<file path="config.mk">
export PLATFORM = sky130hd
export DESIGN_NAME = asob_mix
export DESIGN_NICKNAME = d
export VERILOG_FILES = /design/src/hw/rtl/asob_pkg.sv /design/src/hw/rtl/asob_mix.sv
export SDC_FILE = /design/constraint.sdc
export NUM_CORES = 1
export LEC_CHECK = 0
export BUFFER_PORTS_ARGS = -buffer_cell sky130_fd_sc_hd__buf_2
export CAP_MARGIN = 20
export CORE_MARGIN = 2
export CORE_UTILIZATION = 65
export CTS_CLUSTER_SIZE = 28
export DETAILED_ROUTE_END_ITERATION = 7
export PLACE_DENSITY_LB_ADDON = 0.2
export SYNTH_ARGS = -nofsm -noshare
export SYNTH_HDL_FRONTEND = slang
export SYNTH_SLANG_ARGS = --single-unit
</file>
<file path="constraint.sdc">
create_clock -name clk -period 17.1 [get_ports clk]
set_input_delay 0.855 -clock clk [delete_from_list [all_inputs] [get_ports clk]]
set_output_delay 0.855 -clock clk [all_outputs]
set_load 0.05 [all_outputs]
</file>
<file path="src/hw/rtl/asob_pkg.sv">
// asob_pkg: shared types and constants of the alpha sprite overlay blend.
// No dependencies; every other file of the block imports it.
package asob_pkg;

  localparam int CHAN_W     = 8;
  localparam int CFG_IDX_W  = 3;
  localparam int CFG_DATA_W = 13;
  localparam int ROW_W      = 12;
  localparam int NUM_CHAN   = 3;

  // sprite and line size limits; address and counter widths are built around them
  localparam int MAX_SPRITE_WIDTH  = 256;
  localparam int MAX_SPRITE_HEIGHT = 256;
  localparam int MAX_LINE_WIDTH    = 4096;

  typedef logic [CHAN_W-1:0] chan_t;
  typedef logic [NUM_CHAN-1:0][CHAN_W-1:0] rgb_t;

  // configuration register indexes
  localparam logic [CFG_IDX_W-1:0] CFG_BG_WIDTH      = 3'd0;
  localparam logic [CFG_IDX_W-1:0] CFG_SPRITE_WIDTH  = 3'd1;
  localparam logic [CFG_IDX_W-1:0] CFG_SPRITE_HEIGHT = 3'd2;
  localparam logic [CFG_IDX_W-1:0] CFG_LOC_X         = 3'd3;
  localparam logic [CFG_IDX_W-1:0] CFG_LOC_Y         = 3'd4;

  // reset values of the configuration registers
  localparam logic [12:0] RST_BG_WIDTH      = 13'd640;
  localparam logic [8:0]  RST_SPRITE_WIDTH  = 9'd256;
  localparam logic [8:0]  RST_SPRITE_HEIGHT = 9'd256;
  localparam logic [12:0] RST_LOC           = 13'd0;

  // input command codes
  localparam logic CMD_SPRITE_WR = 1'b0;
  localparam logic CMD_BG_PIXEL  = 1'b1;

  typedef struct packed {
    logic        cmd;
    logic        first_of_frame;
    logic [15:0] sprite_addr;
    chan_t       chan0;
    chan_t       chan1;
    chan_t       chan2;
    chan_t       alpha;
  } in_word_t;

  typedef struct packed {
    chan_t out_chan0;
    chan_t out_chan1;
    chan_t out_chan2;
    logic  inside_sprite;
  } out_word_t;

  // stage enables of the blend pipeline
  typedef struct packed {
    logic en_prod;
    logic en_div;
  } mix_ctl_t;

endpackage

</file>
<file path="src/hw/rtl/asob_mix.sv">
// asob_mix: two-stage per-channel blend, products then exact divide by 255.
// Depends on asob_pkg; stage enables come from the top level.
module asob_mix import asob_pkg::*; (
  input  logic     clk,
  input  mix_ctl_t ctl,
  input  logic     inside_i,
  input  rgb_t     bg_i,
  input  rgb_t     fg_i,
  input  chan_t    alpha_i,
  output rgb_t     res_o,
  output logic     inside_o
);

  logic [NUM_CHAN-1:0][15:0] sum_nxt, sum_r;
  logic                      inside_a_r;
  rgb_t                      res_nxt, res_r;
  logic                      inside_b_r;
  chan_t                     a_eff;
  rgb_t                      fg_eff;
  logic [16:0]               t;

  // outside the window alpha is forced to zero so bg*255/255 passes bg through
  always_comb begin
    a_eff  = inside_i ? alpha_i : '0;
    fg_eff = inside_i ? fg_i : '0;
    for (int i = 0; i < NUM_CHAN; i++) begin
      sum_nxt[i] = 16'(bg_i[i]) * 16'(8'd255 - a_eff) + 16'(fg_eff[i]) * 16'(a_eff);
    end
  end

  always_ff @(posedge clk) begin
    if (ctl.en_prod) begin
      sum_r      <= sum_nxt;
      inside_a_r <= inside_i;
    end
  end

  // floor(s/255) = (s + 1 + (s >> 8)) >> 8 for s up to 255*255
  always_comb begin
    t = '0;
    for (int i = 0; i < NUM_CHAN; i++) begin
      t          = 17'(sum_r[i]) + 17'(sum_r[i][15:8]) + 17'd1;
      res_nxt[i] = t[15:8];
    end
  end

  always_ff @(posedge clk) begin
    if (ctl.en_div) begin
      res_r      <= res_nxt;
      inside_b_r <= inside_a_r;
    end
  end

  assign res_o    = res_r;
  assign inside_o = inside_b_r;

endmodule

</file>
==> qor.yml <==
grt:
  grt_pass1_wl_mm: 56.5
  grt_usage_pct: 27.3
  antenna_found_initial: 4
  grt_pass1_vias: 12000
  grt_max_degree: 131
  gr-total-overflow: 0
critical_path:
  cp_slowest_cell: "nand2_1"
  crit_top_cell: "fa_1"
  path_delay_family: "adder cells"
  slowest_delay_ns: 0.87
  crit_buf_inv: 6
  reg2reg_slack_ns: 14.90
  critPathMaxFanout: 130
  path_class: "input port to flop"
  cp-end-kind: "flop"
  r2r-start: "sum_r[13]$_DFFE_PP_"
  cp.arrival_ns: 7.72
  worstPathCellList: "buf_2 > buf_4 > nand2_1 > and2_1 > fa_1 > inv_1 > fa_1 > inv_1 > fa_1 > fa_1 > fa_1 > inv_1 > fa_1 > inv_1 > ha_1 > o21ai_0 > nor2_1 > a311oi_2 > o21bai_1 > a21o_1 > xor2_1"
  start_kind: "input port"
  required_ns: 17.20
  rr_endpoint: "res_o[7]$_DFFE_PP_"
  rr_worst_depth: 7
placement:
  routabilityCongestion: 0.886
  io_buffers: 84
  dpl.hpwl_mm: 27.5
clocking:
  clk_path_buf_depth: 2
  clkSinkCount: 74
  clk_latency_ns: 0.35
  cts_resized: 0
  ctsRootBufferMaster: "clkbuf_16"
  post_cts_buffers: 0
  clk_pin_slew_ns: 0.06
  cts_tree: "built"
  cts-htree-levels: 3
  hold_buffers: 0
  cts_made_buffers: 9
synth:
  synth_compound_area_share_pct: 4.56
  postSynthAreaPerCell_um2: 9.60
  ys_ff_latch: 74
  netlist_instances: 1683
  synthArstFlopShare_pct: 0
  synth_top_family_by_area: "adder cells"
  muxShareOfSynthArea_pct: 0
  synth_cell_types: 39
  synth_warnings: 0
  synth_simple_gate_area_share_pct: 15.2
  synth_adder_area_share_pct: 52.3
  synth_xor_area_share_pct: 3.68
  syn_area_mm2: 0.0162
  syn-num-nets: 2246
  synth-edff-count: 74
  seq_area_frac_synth_pct: 13.7
  synth-main-ff-cell: "edfxtp_1"
timing:
  maxClockFrequency_mhz: 131
  tightest_slew_ns: 1.02
  rsz0062_at_grt: "false"
  slew_viol_final: 0
  setup_viol_count_final: 0
  fin_hold_ws_ns: 0.431
  hold_viol: 0
  fin_crit_sh_pct: 44.6
  tns_ns: 0
  min_period_ns: 7.62
  slew_headroom_pct: 31.6
  finClkSkew_ns: 0.00761
power_and_ir_drop:
  p_leak_nw: 9.34
  p_total_mw: 3.46
  powerDensity_mw_per_mm2: 202
  irDropWorstVdd_mv: 0.236
layout:
  drive_above_1_share_pct: 6.17
  fillCellCount: 1888
  area_delta_synth_final_pct: 5.90
  final_cell_mix: "inv_1 (403), fa_1 (287), ha_1 (216)"
  layout_commonest_cell: "inv_1"
  fin_nets: 2292
  multiInputGateArea_mm2: 0.0122
  regArea_mm2: 0.00222
die:
  dieArea_mm2: 0.0261
  die_w_um: 162
  initial_core_util_pct: 66.3
  die_h_um: 162
  num_rows: 57
  design.core.area_mm2: 0.0244
  ios: 85
flow_run:
  max-cap-violations: 0
hold_path:
  min_path_cells: 0
  hp-start: "inside_a_r$_DFFE_PP_"
  whs_endpoint: "inside_o$_DFFE_PP_"
  hold_class: "flop to flop"
route:
  vias_per_cell: 5.60
  vias: 11500
  drtIter0Drc: 736
  route.detailed.drc: 0
  wirelength_mm: 33.8
  ant_nets: 0
  wl_per_cell_um: 16.4
  firstDrtPassIters: 5
outcome:
  status: "finished clean"
==> worst max path at each step <==
stage	startpoint	endpoint	cells after the start
detailed placement	inside_i	sum_r[13]$_DFFE_PP_	21
CTS	inside_i	sum_r[13]$_DFFE_PP_	21
global route	inside_i	sum_r[13]$_DFFE_PP_	21
floorplan	inside_i	sum_r[13]$_DFFE_PP_	21
global placement	inside_i	sum_r[13]$_DFFE_PP_	21
finish	inside_i	sum_r[13]$_DFFE_PP_	21
==> stage by stage <==
step | setup WS [ns] | area, um^2 | instances | utilization [%]
final | 9.48 | 17100 | 2062 | 70.2
after global routing | 9.00 | 17100 | 2062 | 70.2
after CTS | 9.55 | 17100 | 2058 | 70.1
after detailed placement | 9.20 | 16800 | 2042 | 68.9
after global placement | 9.40 | 16800 | 2042 | 68.9
after floorplan | 10.73 | 16200 | 1683 | -
==> synth_stat cells (2+ instances only) <==
cell | n | area (um^2)
a211o_1 | 2 | 17.5
a211oi_1 | 6 | 45.0
a21o_1 | 23 | 173
a21oi_1 | 25 | 125
a21oi_2 | 2 | 17.5
a31o_1 | 3 | 26.3
a31oi_1 | 3 | 18.8
and2_1 | 106 | 663
and3_1 | 134 | 838
buf_1 | 2 | 7.51
clkbuf_1 | 49 | 184
edfxtp_1 | 74 | 2220
fa_1 | 287 | 5750
ha_1 | 216 | 2700
inv_1 | 403 | 1510
nand2_1 | 174 | 653
nand2b_1 | 2 | 12.5
nand3_1 | 17 | 85.1
nand4_1 | 7 | 43.8
nor2_1 | 22 | 82.6
nor3_1 | 9 | 45.0
o211ai_1 | 4 | 30.0
o21a_1 | 3 | 22.5
o21ai_0 | 18 | 90.1
o21ai_1 | 4 | 20.0
o21bai_1 | 7 | 52.6
or3_1 | 3 | 18.8
xnor2_1 | 49 | 429
xor2_1 | 19 | 166
==> cell type report <==
| class | instances | share of cell area, % |
|---|---|---|
| multi-input cells | 1155 | 71.5 |
| flip-flops and latches | 74 | 13.0 |
| inverters | 403 | 8.84 |
| repair buffers | 86 | 2.54 |
| well taps | 324 | 2.37 |
| clock buffers | 10 | 1.34 |
| clock inverters | 6 | 0.380 |
| diodes | 4 | 0.0585 |
==> routing by layer <==
metal  track usage [%]  vias to the layer above  part of all wire, %
met4              8.73                        0                  2.4
li1                  -                     5316                    -
met3              3.73                       62                  6.1
met5                 0                        -                    0
met2              47.2                      390                   51
met1              36.0                     5770                   41
==> cells by family after synthesis <==
kind of cell               count (synthesis)
adders and majority gates                503
and+or+nand+nor                          476
buffers and inverters                    454
AOI/OAI and AO/OA                        108
DFF                                       74
xor gates and xnor gates                  68
==> state kept, by name, summed over array words and instances, names as in the netlist <==
register and cells:
inside_o 1, inside_a_r 1, res_o 24, sum_r 48
==> where the power goes <==
part | leakage, nW | internal (mW) | switching (mW)
Clock | 0.143 | 0.113 | 0.0796
Sequential | 0.723 | 0.446 | 0.0562
Combinational | 8.47 | 1.18 | 1.58
Total | 9.34 | 1.74 | 1.71
No activity file was read; power rests on OpenSTA's default activity.
